<file path="src/design/ceec_pkg.sv">
// Shared constants, types and tables for the covariance error-ellipse check.
`default_nettype none
package ceec_pkg;

  localparam int IN_DATA_W  = 96;
  localparam int OUT_DATA_W = 88;
  localparam int ADDR_W     = 4;
  localparam int DATA_W     = 32;

  localparam logic [1:0] REG_SCALE = 2'd0;
  localparam logic [1:0] REG_WARN  = 2'd1;
  localparam logic [1:0] REG_ERROR = 2'd2;

  localparam logic [15:0] SCALE_RESET = 16'd768;
  localparam logic [31:0] WARN_RESET  = 32'd52429;
  localparam logic [31:0] ERROR_RESET = 32'd65536;

  typedef enum logic [1:0] {
    ALARM_OK    = 2'd0,
    ALARM_WARN  = 2'd1,
    ALARM_ERROR = 2'd2
  } alarm_t;

  // Wide root of the squared difference plus four times the squared cross term.
  localparam int WR_IN_W    = 66;
  localparam int WR_OUT_W   = 34;
  localparam int WR_TRIAL_W = 68;

  // Root of an eigenvalue, shifted up so the root lands in Q16.16.
  localparam int RR_IN_W    = 49;
  localparam int RR_OUT_W   = 25;
  localparam int RR_TRIAL_W = 51;
  localparam int EIG_W      = 34;
  localparam int EIG_SHIFT  = 15;

  localparam int CORDIC_STAGES = 14;
  localparam int CORDIC_W      = 36;
  localparam int ANGLE_W       = 17;
  localparam int YAW_W         = 15;
  localparam logic signed [ANGLE_W-1:0] ANGLE_HALF = 17'sd16384;

  localparam logic signed [ANGLE_W-1:0] ATAN_TAB [CORDIC_STAGES] = '{
    17'sd4096, 17'sd2418, 17'sd1278, 17'sd649, 17'sd326, 17'sd163, 17'sd81,
    17'sd41, 17'sd20, 17'sd10, 17'sd5, 17'sd3, 17'sd1, 17'sd1
  };

  localparam int S_DLY   = WR_OUT_W;
  localparam int YAW_DLY = 48;

endpackage
`default_nettype wire

</file>
<file path="src/design/ceec_cordic.sv">
// Pipelined vectoring CORDIC giving the major-axis angle from the difference and cross term.
`default_nettype none
module ceec_cordic
  import ceec_pkg::*;
(
  input  wire logic               clk,
  input  wire logic               en,
  input  wire logic signed [32:0] diff,
  input  wire logic signed [32:0] cross_term,
  output logic signed [YAW_W-1:0] yaw
);

  logic signed [CORDIC_W-1:0] x_q [CORDIC_STAGES+1];
  logic signed [CORDIC_W-1:0] y_q [CORDIC_STAGES+1];
  logic signed [ANGLE_W-1:0]  z_q [CORDIC_STAGES+1];

  // Vectors in the left half plane are turned by pi first.
  always_ff @(posedge clk) begin
    if (en) begin
      if (diff < 0) begin
        x_q[0] <= -CORDIC_W'(diff);
        y_q[0] <= -CORDIC_W'(cross_term);
        z_q[0] <= (cross_term >= 0) ? ANGLE_HALF : -ANGLE_HALF;
      end else begin
        x_q[0] <= CORDIC_W'(diff);
        y_q[0] <= CORDIC_W'(cross_term);
        z_q[0] <= '0;
      end
    end
  end

  for (genvar i = 0; i < CORDIC_STAGES; i++) begin : g_rot
    logic signed [CORDIC_W-1:0] xs;
    logic signed [CORDIC_W-1:0] ys;

    assign xs = x_q[i] >>> i;
    assign ys = y_q[i] >>> i;

    always_ff @(posedge clk) begin
      if (en) begin
        if (y_q[i] > 0) begin
          x_q[i+1] <= x_q[i] + ys;
          y_q[i+1] <= y_q[i] - xs;
          z_q[i+1] <= z_q[i] + ATAN_TAB[i];
        end else if (y_q[i] < 0) begin
          x_q[i+1] <= x_q[i] - ys;
          y_q[i+1] <= y_q[i] + xs;
          z_q[i+1] <= z_q[i] - ATAN_TAB[i];
        end else begin
          x_q[i+1] <= x_q[i];
          y_q[i+1] <= y_q[i];
          z_q[i+1] <= z_q[i];
        end
      end
    end
  end

  // Wrapping into [-pi/2, pi/2) is the low bits in two's complement.
  assign yaw = z_q[CORDIC_STAGES][YAW_W-1:0];

endmodule
`default_nettype wire

</file>
<file path="config.mk">
export PLATFORM = sky130hd
export DESIGN_NAME = ceec_cordic
export DESIGN_NICKNAME = d
export VERILOG_FILES = /design/src/design/ceec_pkg.sv /design/src/design/ceec_cordic.sv
export SDC_FILE = /design/constraint.sdc
export NUM_CORES = 2
export LEC_CHECK = 0
export BUFFER_PORTS_ARGS = -buffer_cell sky130_fd_sc_hd__buf_4
export CAP_MARGIN = 0
export CORE_ASPECT_RATIO = 1.2
export CORE_MARGIN = 4
export CORE_UTILIZATION = 30
export CTS_CLUSTER_DIAMETER = 40
export CTS_CLUSTER_SIZE = 30
export DETAILED_ROUTE_END_ITERATION = 7
export GPL_ROUTABILITY_DRIVEN = 0
export MAX_ROUTING_LAYER = met4
export SYNTH_ARGS = -nofsm -noshare
export SYNTH_HDL_FRONTEND = slang
export SYNTH_SLANG_ARGS = --single-unit
export TNS_END_PERCENT = 20
</file>
<file path="constraint.sdc">
create_clock -name clk -period 7.15 [get_ports clk]
set_input_delay 0.715 -clock clk [delete_from_list [all_inputs] [get_ports clk]]
set_output_delay 0.715 -clock clk [all_outputs]
set_load 0.01 [all_outputs]
</file>
==> impl_metrics.tcl <==
set metrics [dict create \
    overflow 0 \
    crit_required_ns 7.81 \
    maxCapViolCount 0 \
    r2r_end "y_q[1][107]$_DFFE_PP_" \
    antenna_found_initial 1 \
    layout_common_cells "nor2_1, a21oi_1, edfxtp_1, ha_1, nand2_1" \
    drive_gt1_frac 0.0589 \
    first_iter_violations 5806 \
    min_to "x_q[0][0]$_DFFE_PP_" \
    slew_headroom 0.0602 \
    die_w_um 564 \
    via_per_inst 5.24 \
    dr_wl_met3_um 10600 \
    synth_top_cell_by_area "edfxtp_1" \
    fin_crit_sh 0.906 \
    min_from "diff[0]" \
    rrSetupSlack_ns 0.67 \
    ys_warn_count 0 \
    route.detailed.drc 0 \
    cts_buffer_depth 4 \
    fill_cells 38200 \
    r2r_start "x_q[1][45]$_DFFE_PP_" \
    syn2layout_area_growth_pct 12.6 \
    arrival_ns 7.14 \
    cts-root-buf "clkbuf_16" \
    wl_per_cell_um 18.1 \
    syn-cell-area_um2 111000 \
    highest_layer "met4" \
    drt-pass1-iter-count 6 \
    ys_async_sr_fraction 0 \
    initial_core_util 0.302 \
    rr_worst_depth 23 \
    worstSetupEndpointType "register" \
    fp.dieH_um 675 \
    finalHoldViolations 0 \
    finalSetupViolations 0 \
    rsz0062_at_grt "false" \
    ys_ff_latch 1149 \
    antenna_left 0 \
    grt_max_degree 169 \
    ios 83 \
    dieArea_um2 380000 \
    path_max_fanout 5 \
    synth_cell_types 84 \
    coreArea_um2 368000 \
    synth-edff-count 1149 \
    fin_crit_ns 6.48 \
    cts.clk_slew.worst_paths_ns 0.06 \
    final_common_cell "nor2_1" \
    syn_area_per_cell_um2 8.56 \
    synthFlopType "edfxtp_1" \
    fmax_mhz 154 \
    startpoint_type "register" \
    holdBufCountCts 0 \
    grt_pass1_wl_um 506000 \
    track_usage 0.170 \
    syn_inst 13000 \
    status "finished, final reports clean" \
    synth-seq-area-share 0.310 \
    insertion_delay_ns 0.90 \
    routed_wl_um 328000 \
    synth_nets 14200 \
    worstMarginPinSlew_ns 1.40 \
    place_hpwl_um 261000 \
    slew_viol_final 0 \
    rows 244 \
    cts-resized-gates 0 \
    netlist.area_leader.share 0.310 \
    setup_tns_ns 0 \
    finalClockSkew_ns 0.0903 \
    cts_made_buffers 223 \
    cts_tree "done" \
    hold_slack_ns 0.104 \
    dr_wl_met2_um 173000 \
    portBuffers 82 \
    clock_sinks 1149 \
    cts_setup_buffers 0 \
    met1_length_um 114000 \
    nets 14200 \
    netlist_top_cells_area "edfxtp_1, ha_1, xnor2_1, a21oi_1, xor2_1" \
    fin_util 0.340 \
    cts-htree-levels 4 \
    dr_total_vias 94800 \
    first_global_vias 94000 \
    worstSetupPathType "register to register" \
    whs_path_depth 1 \
    holdCritPathClass "primary input to register" \
]
[worst max-delay path, stage by stage (launching register included)]
cell       delay [ns]
edfxtp_1         0.50
inv_1            0.12
ha_1             0.20
nand2_1          0.08
nor3_1           0.52
nand2_1          0.23
or2_2            0.36
nor3_1           0.59
inv_1            0.17
o21ai_0          0.23
xnor2_1          0.19
ha_1             0.34
a21o_1           0.18
a21o_1           0.18
a21oi_1          0.17
o21ai_0          0.14
a31o_2           0.25
nand3_1          0.10
o211ai_1         0.22
a2111oi_0        0.68
o31ai_1          0.16
a21oi_1          0.20
xnor2_1          0.14
mux2_2           0.35
[state kept, by name, summed over array words and instances, names as in the netlist]
| register | flops |
|---|---|
| x_q | 456 |
| y_q | 504 |
| z_q | 189 |
[how the worst max path moves through the flow]
stage | startpoint | end | slack [ns] | cells past startpoint
floorplan | en | y_q[1][214]$_DFFE_PP_ | 1.73 | 20
global placement | x_q[1][45]$_DFFE_PP_ | y_q[1][107]$_DFFE_PP_ | 0.79 | 23
detailed placement | x_q[1][45]$_DFFE_PP_ | y_q[1][107]$_DFFE_PP_ | 0.78 | 23
CTS | x_q[1][45]$_DFFE_PP_ | y_q[1][107]$_DFFE_PP_ | 0.85 | 23
global route | x_q[1][46]$_DFFE_PP_ | y_q[1][107]$_DFFE_PP_ | 0.41 | 23
finish | x_q[1][45]$_DFFE_PP_ | y_q[1][107]$_DFFE_PP_ | 0.67 | 23
[logic make-up after synthesis]
logic type / after synthesis / synth area share
buf+inv: 1049 / 0.0358
simple gates: 3968 / 0.166
fa+ha+maj: 1180 / 0.136
mux: 82 / 0.00781
xor+xnor: 1478 / 0.116
flops: 1149 / 0.310
compound gates: 4080 / 0.228
[stage by stage]
step	setup slack (ns)	area, um^2	instances
after CTS	0.853	125000	18100
after floorplan	1.73	111000	13000
after detailed placement	0.785	117000	17700
final	0.670	125000	18100
after global routing	0.407	125000	18100
after global placement	0.794	117000	17700
[cell type report]
type / count / area, um^2 / share of cell area
tap: 4920 / 6160 / 0.0492
antenna: 2 / 5.00 / 0.0000400
clock inverter: 172 / 2030 / 0.0162
inverter: 598 / 2240 / 0.0179
multi-input combinational: 10800 / 72800 / 0.581
timing repair buffer: 223 / 1790 / 0.0143
clock buffer: 240 / 5690 / 0.0454
sequential: 1149 / 34500 / 0.276
[cell usage after synthesis (all sizes together), types with 112 or more instances]
library cell / number
ha: 1140
o21ai: 1034
o21bai: 165
a21o: 481
xnor2: 807
nor2: 1317
nand2: 1102
xor2: 671
nor4: 152
inv: 594
o21a: 132
o31ai: 197
nand3: 182
or3: 112
clkbuf: 387
nand2b: 205
a31oi: 113
nor3: 263
nor2b: 185
a21oi: 1282
edfxtp: 1149
[layer usage]
layer	vias to the layer above	GRT usage
met5	-	-
met4	0	0.133
met3	1136	0.0172
met2	2276	0.320
met1	43900	0.156
li1	47500	-
Power is not shown: default switching activity piles up to over one toggle a cycle in this logic, so the estimate is an artifact.
