<file path="src/design/ceec_pkg.sv">
// Shared constants, types and tables for the covariance error-ellipse check.
`default_nettype none
package ceec_pkg;

  localparam int IN_DATA_W  = 96;
  localparam int OUT_DATA_W = 88;
  localparam int ADDR_W     = 4;
  localparam int DATA_W     = 32;

  localparam logic [1:0] REG_SCALE = 2'd0;
  localparam logic [1:0] REG_WARN  = 2'd1;
  localparam logic [1:0] REG_ERROR = 2'd2;

  localparam logic [15:0] SCALE_RESET = 16'd768;
  localparam logic [31:0] WARN_RESET  = 32'd52429;
  localparam logic [31:0] ERROR_RESET = 32'd65536;

  typedef enum logic [1:0] {
    ALARM_OK    = 2'd0,
    ALARM_WARN  = 2'd1,
    ALARM_ERROR = 2'd2
  } alarm_t;

  // Wide root of the squared difference plus four times the squared cross term.
  localparam int WR_IN_W    = 66;
  localparam int WR_OUT_W   = 34;
  localparam int WR_TRIAL_W = 68;

  // Root of an eigenvalue, shifted up so the root lands in Q16.16.
  localparam int RR_IN_W    = 49;
  localparam int RR_OUT_W   = 25;
  localparam int RR_TRIAL_W = 51;
  localparam int EIG_W      = 34;
  localparam int EIG_SHIFT  = 15;

  localparam int CORDIC_STAGES = 14;
  localparam int CORDIC_W      = 36;
  localparam int ANGLE_W       = 17;
  localparam int YAW_W         = 15;
  localparam logic signed [ANGLE_W-1:0] ANGLE_HALF = 17'sd16384;

  localparam logic signed [ANGLE_W-1:0] ATAN_TAB [CORDIC_STAGES] = '{
    17'sd4096, 17'sd2418, 17'sd1278, 17'sd649, 17'sd326, 17'sd163, 17'sd81,
    17'sd41, 17'sd20, 17'sd10, 17'sd5, 17'sd3, 17'sd1, 17'sd1
  };

  localparam int S_DLY   = WR_OUT_W;
  localparam int YAW_DLY = 48;

endpackage
`default_nettype wire

</file>
<file path="src/design/ceec_radius_root.sv">
// Pipelined bit-per-stage floor square root of one scaled eigenvalue.
`default_nettype none
module ceec_radius_root
  import ceec_pkg::*;
(
  input  wire logic                clk,
  input  wire logic                rst,
  input  wire logic                en,
  input  wire logic                in_valid,
  input  wire logic [RR_IN_W-1:0]  radicand,
  output logic                     out_valid,
  output logic [RR_OUT_W-1:0]      root
);

  logic [RR_IN_W-1:0]  rem_q [RR_OUT_W];
  logic [RR_OUT_W-1:0] res_q [RR_OUT_W];
  logic [RR_OUT_W-1:0] vld_q;

  for (genvar j = 0; j < RR_OUT_W; j++) begin : g_step
    logic [RR_IN_W-1:0]    rem_in;
    logic [RR_IN_W-1:0]    rem_nx;
    logic [RR_OUT_W-1:0]   res_in;
    logic [RR_OUT_W-1:0]   res_nx;
    logic                  v_in;
    logic [RR_TRIAL_W-1:0] trial;

    if (j == 0) begin : g_first
      assign rem_in = radicand;
      assign res_in = '0;
      assign v_in   = in_valid;
    end else begin : g_next
      assign rem_in = rem_q[j-1];
      assign res_in = res_q[j-1];
      assign v_in   = vld_q[j-1];
    end

    always_comb begin
      trial = (RR_TRIAL_W'(res_in) << (RR_OUT_W - j)) |
              (RR_TRIAL_W'(1) << (2 * (RR_OUT_W - 1 - j)));
      if (trial <= RR_TRIAL_W'(rem_in)) begin
        rem_nx = rem_in - RR_IN_W'(trial);
        res_nx = res_in | (RR_OUT_W'(1) << (RR_OUT_W - 1 - j));
      end else begin
        rem_nx = rem_in;
        res_nx = res_in;
      end
    end

    always_ff @(posedge clk) begin
      if (rst) begin
        vld_q[j] <= 1'b0;
      end else if (en) begin
        vld_q[j] <= v_in;
      end
    end

    always_ff @(posedge clk) begin
      if (en) begin
        rem_q[j] <= rem_nx;
        res_q[j] <= res_nx;
      end
    end
  end

  assign out_valid = vld_q[RR_OUT_W-1];
  assign root      = res_q[RR_OUT_W-1];

endmodule
`default_nettype wire

</file>
<file path="config.mk">
export PLATFORM = sky130hd
export DESIGN_NAME = ceec_radius_root
export DESIGN_NICKNAME = d
export VERILOG_FILES = /design/src/design/ceec_pkg.sv /design/src/design/ceec_radius_root.sv
export SDC_FILE = /design/constraint.sdc
export NUM_CORES = 2
export LEC_CHECK = 0
export BUFFER_PORTS_ARGS = -buffer_cell sky130_fd_sc_hd__buf_2
export CAP_MARGIN = 25
export CORE_MARGIN = 5
export CORE_UTILIZATION = 60
export CTS_CLUSTER_SIZE = 10
export DETAILED_ROUTE_END_ITERATION = 8
export PLACE_DENSITY = 0.85
export SYNTH_ARGS = -nofsm -noshare
export SYNTH_HDL_FRONTEND = slang
export SYNTH_SLANG_ARGS = --single-unit
export TNS_END_PERCENT = 50
</file>
<file path="constraint.sdc">
create_clock -name clk -period 4.2 [get_ports clk]
set_input_delay 0 -clock clk [delete_from_list [all_inputs] [get_ports clk]]
set_output_delay 0 -clock clk [all_outputs]
set_load 0.05 [all_outputs]
</file>
==> metrics.log <==
INFO  metric critical-path-slowest-cell = sky130_fd_sc_hd__or4_1
INFO  metric antenna_violations_before_repair = 2
INFO  metric clock_input_transition_at_the_sequential_cells_of_the_worst_setup_and_hold_paths = 0.05 ns
INFO  metric worstHoldPathCells = 3
INFO  metric detail-route-antenna-nets = 0
INFO  metric place_congestion = between 0.9 and 1
INFO  metric critical_path_arrival = 4.34 ns
INFO  metric power.share.combinational = 0.202
INFO  metric timing.critical_path.required = roughly 4.8 ns
INFO  metric timing.hold.worst.class = in2reg
INFO  metric cts_tree = yes
INFO  metric post_placement_cell_count = 7309
INFO  metric r2r_cells = 9
INFO  metric h-tree-depth = 4
INFO  metric via_count_of_the_first_global_routing_pass = 48110
INFO  metric reg2reg_from = rem_q[22][19]$_DFFE_PP_
INFO  metric layout.area.seq = around 0.046 mm^2
INFO  metric syn_area = 0.07235 mm^2
INFO  metric run_status = complete, no violations
INFO  metric flow.area_growth_from_synthesis = 11.76%
INFO  metric globalRoute.totalOverflow = 0
INFO  metric postLayoutCellArea = 0.08087 mm^2
INFO  metric r2r_end = rem_q[23][44]$_DFFE_PP_
INFO  metric tritoncts.num_buffers = 174
INFO  metric ys_ff_latch = between 1500 and 2000
INFO  metric timing.slew.headroom = 0.2740
INFO  metric grt_max_degree = 197
INFO  metric fillers = ~7900
INFO  metric final_count_of_pins_violating_max_slew = 0
INFO  metric finalWorstSetupSlack = 0.4303 ns
INFO  metric total_grt_usage = 0.2783
INFO  metric post_cts.resized_instances = 0
INFO  metric max_clock_freq = roughly 270 MHz
INFO  metric detail_route.vias_per_cell = approximately 6.4
INFO  metric multi_input_area = 0.02475 mm^2
INFO  metric avgRoutedWirePerCell = roughly 23 um
INFO  metric fin_cells = roughly 7600
INFO  metric async_reset_ff_frac = 0
INFO  metric timing_hold_violations_final = 0
INFO  metric final_layout_size_suffix_gt1_frac = 0.07125
INFO  metric first_iter_violations = 5656
INFO  metric final.setup_skew = 0.07160 ns
INFO  metric finalNetCount = 6376
INFO  metric clockPowerShare = 0.315
INFO  metric route.final.wire_length = between 150000 and 200000 um
INFO  metric ios = 79
INFO  metric timing.hold.worst.start = rst
INFO  metric fp.coreArea = 0.1198 mm^2
INFO  metric hold_ws = 0.2059 ns
INFO  metric ctsHoldBuffers = slightly above 100
INFO  metric synth_sequential_area_ratio = 0.6299
INFO  metric grt_pass1_wl = 275900 um
INFO  metric grt_setup_unrepaired = no
INFO  metric die_area = 0.1276 mm^2
INFO  metric nature_of_the_critical_path_startpoint = flip-flop
INFO  metric mostFrequentLayoutCells = 1501 x sky130_fd_sc_hd__edfxtp_1, 426 x sky130_fd_sc_hd__inv_1, 346 x sky130_fd_sc_hd__ha_1, 341 x sky130_fd_sc_hd__nand2_1, 314 x sky130_fd_sc_hd__nor2_1
INFO  metric crit_family = simple AND/OR/NAND/NOR gates
INFO  metric critPathCaptureType = flip-flop
INFO  metric internal_power = about 30000 uW
INFO  metric post-dp-hpwl = 117000 um
INFO  metric yosys_most_used_dff = sky130_fd_sc_hd__edfxtp_1
INFO  metric cp_cell_sequence = ha_1 -> and4_1 -> or4b_1 -> or4_1 -> o2111ai_1 -> a211o_1 -> nand2b_1 -> or4_1 -> xnor2_1
INFO  metric ys_types = 92
INFO  metric cts_setup_buffers = 0
INFO  metric placement.cell_area = 0.07490 mm^2
INFO  metric max_cap_violations = 0
INFO  metric finalSetupViolations = 0
INFO  metric ff2ff_setup_slack = around 0.43 ns
INFO  metric buffer_ports.inserted = about 80
INFO  metric cp_common_cell = sky130_fd_sc_hd__or4_1
INFO  metric fin_tns_setup = 0 ns
INFO  metric ys_warn_count = 0
INFO  metric syn-num-nets = 6079
INFO  metric power_density = 536.4 mW/mm^2
INFO  metric power_switching = 12980 uW
INFO  metric seq_power_share = 0.483
INFO  metric worstSkewPairLatency = 0.83 ns
INFO  metric worst_hold_path.endpoint = g_step[4].v_in$_SDFFE_PP0P_
INFO  metric detailedPlace.worstSlack = 0.4650 ns
INFO  metric cts-root-buf = sky130_fd_sc_hd__clkbuf_16
INFO  metric timing.setup.critical_path_class = reg2reg
INFO  metric timing.final.crit_share = 0.8975
INFO  metric power.share.switching = 0.2992
INFO  metric die_y = 357.3 um
INFO  metric power.leakage = 0.03040 uW
INFO  metric syn_avg_cell_area = about 13 um^2
INFO  metric ctsLongestPathBuffers = 3
INFO  metric drcViolationCount = 0
INFO  metric drtPass1Iterations = 8
INFO  metric timing.critical_path.fanout_max = 11
INFO  metric netlist_instances = 5680
INFO  metric leading_cell_type_in_the_layout_fill_and_taps_excluded = sky130_fd_sc_hd__edfxtp_1
INFO  metric critical_path_buf_inv_count = 0
INFO  metric max_stage_delay = between 0.6 and 0.7 ns
INFO  metric num_vias = 48660
INFO  metric number_of_enable_flip_flop_cells_after_synthesis = 1501
INFO  metric worst_pin_slew = 1.089 ns
INFO  metric start_util = 0.6039
INFO  metric floorplan.rows = 127
INFO  metric clock_sink_count = 1526
INFO  metric time_the_final_worst_path_needs_with_i_o_delays_and_setup = 3.770 ns
INFO  metric die_w = 357.3 um
INFO  metric ir_drop = 0.5790 mV
==> kinds of logic after synthesis <==
logic type,count (synthesis),synth area share
adders and majority gates,346,0.05983
AOI/OAI and AO/OA,1081,0.09406
buffers and inverters,544,0.02852
and+or+nand+nor,1620,0.1176
DFF,1526,0.6299
muxes,77,0.01136
other,1,0.00005183
xor gates and xnor gates,485,0.05871
==> worst reg2reg max path, stage by stage, from the launching register on <==
cell                        delay, ns
sky130_fd_sc_hd__edfxtp_1        0.40
sky130_fd_sc_hd__ha_1            0.44
sky130_fd_sc_hd__and4_1          0.29
sky130_fd_sc_hd__or4b_1          0.45
sky130_fd_sc_hd__or4_1           0.57
sky130_fd_sc_hd__o2111ai_1       0.14
sky130_fd_sc_hd__a211o_1         0.23
sky130_fd_sc_hd__nand2b_1        0.28
sky130_fd_sc_hd__or4_1           0.61
sky130_fd_sc_hd__xnor2_1         0.13
==> Yosys cell counts (16+ instances only) <==
master	instances	area, um^2
sky130_fd_sc_hd__edfxtp_1	1501	45070
sky130_fd_sc_hd__inv_1	426	1599
sky130_fd_sc_hd__ha_1	346	4329
sky130_fd_sc_hd__nand2_1	341	1280
sky130_fd_sc_hd__nor2_1	316	1186
sky130_fd_sc_hd__a21oi_1	314	1572
sky130_fd_sc_hd__o21ai_0	296	1481
sky130_fd_sc_hd__xor2_1	256	2242
sky130_fd_sc_hd__xnor2_1	229	2006
sky130_fd_sc_hd__nor3_1	183	915.9
sky130_fd_sc_hd__nor4_1	182	1139
sky130_fd_sc_hd__a21o_1	103	773.2
sky130_fd_sc_hd__nand3_1	97	485.5
sky130_fd_sc_hd__nand4_1	92	575.6
sky130_fd_sc_hd__clkbuf_1	88	330.3
sky130_fd_sc_hd__nand2b_1	69	431.7
sky130_fd_sc_hd__o21a_1	58	435.4
sky130_fd_sc_hd__or4_1	54	405.4
sky130_fd_sc_hd__or3_1	47	294.0
sky130_fd_sc_hd__nor2b_1	45	281.5
sky130_fd_sc_hd__mux2_2	41	461.7
sky130_fd_sc_hd__o31ai_1	38	285.3
sky130_fd_sc_hd__mux2i_1	36	360.4
sky130_fd_sc_hd__and3_1	35	219.0
sky130_fd_sc_hd__a31oi_1	34	212.7
sky130_fd_sc_hd__a211oi_1	33	247.7
sky130_fd_sc_hd__o211ai_1	29	217.7
sky130_fd_sc_hd__nor4b_1	28	245.2
sky130_fd_sc_hd__or2_2	28	175.2
sky130_fd_sc_hd__dfxtp_1	25	500.5
sky130_fd_sc_hd__and2_1	23	143.9
sky130_fd_sc_hd__o21bai_1	23	172.7
sky130_fd_sc_hd__and4_1	16	140.1
==> power groups by stage <==
stage	clock [uW]	sequential [uW]	combinational (uW)
final	13700	20900	8750
after global routing	14500	21100	9520
after CTS	13600	20800	8500
after detailed placement	0	21100	8280
after global placement	0	21000	8060
after floorplan	0	20400	6180
==> how the worst max path moves through the flow <==
stage | depth (start not counted) | to | startpoint | slack, ns
after floorplan | 12 | rem_q[23][37]$_DFFE_PP_ | rem_q[22][17]$_DFFE_PP_ | 1.02
after global placement | 9 | rem_q[23][44]$_DFFE_PP_ | rem_q[22][17]$_DFFE_PP_ | 0.53
after detailed placement | 9 | rem_q[23][44]$_DFFE_PP_ | rem_q[22][19]$_DFFE_PP_ | 0.47
after CTS | 9 | rem_q[23][44]$_DFFE_PP_ | rem_q[22][17]$_DFFE_PP_ | 0.48
after global routing | 10 | rem_q[23][33]$_DFFE_PP_ | res_q[2][153]$_DFFE_PP_ | 0.24
final | 9 | rem_q[23][44]$_DFFE_PP_ | rem_q[22][19]$_DFFE_PP_ | 0.43
==> cell type report <==
| class | count | share of cell area |
|---|---|---|
| Antenna cell | 2 | 0.00006189 |
| Clock buffer | 195 | 0.05482 |
| Clock inverter | 25 | 0.006065 |
| Inverter | 429 | 0.01993 |
| Multi-Input combinational cell | 3610 | 0.3061 |
| Sequential cell | 1526 | 0.5636 |
| Tap cell | 1612 | 0.02494 |
| Timing Repair Buffer | 236 | 0.02451 |
==> metrics by stage <==
| step | util | power [uW] |
|---|---|---|
| after global routing | 0.6749 | 45080 |
| after global placement | 0.6251 | 29080 |
| after detailed placement | 0.6251 | 29370 |
| final | 0.6749 | 43370 |
| after CTS | 0.6748 | 42940 |
| after floorplan | - | 26620 |
==> per-layer routing <==
layer,GRT usage,vias to the layer above,routed length (um),part of all wire
met2,0.4995,2711,91710,0.51
met4,0.1337,0,9895,0.055
met3,0.04966,622,13470,0.075
met5,0,-,0,0
li1,-,21890,-,-
met1,0.3240,23430,63860,0.36
==> registers in the layout, indices dropped and copies added (netlist names) <==
register,cells
rem_q,1176
g_step.v_in,24
out_valid,1
res_q,325
Note: power is estimated with default switching activity, not from simulation.
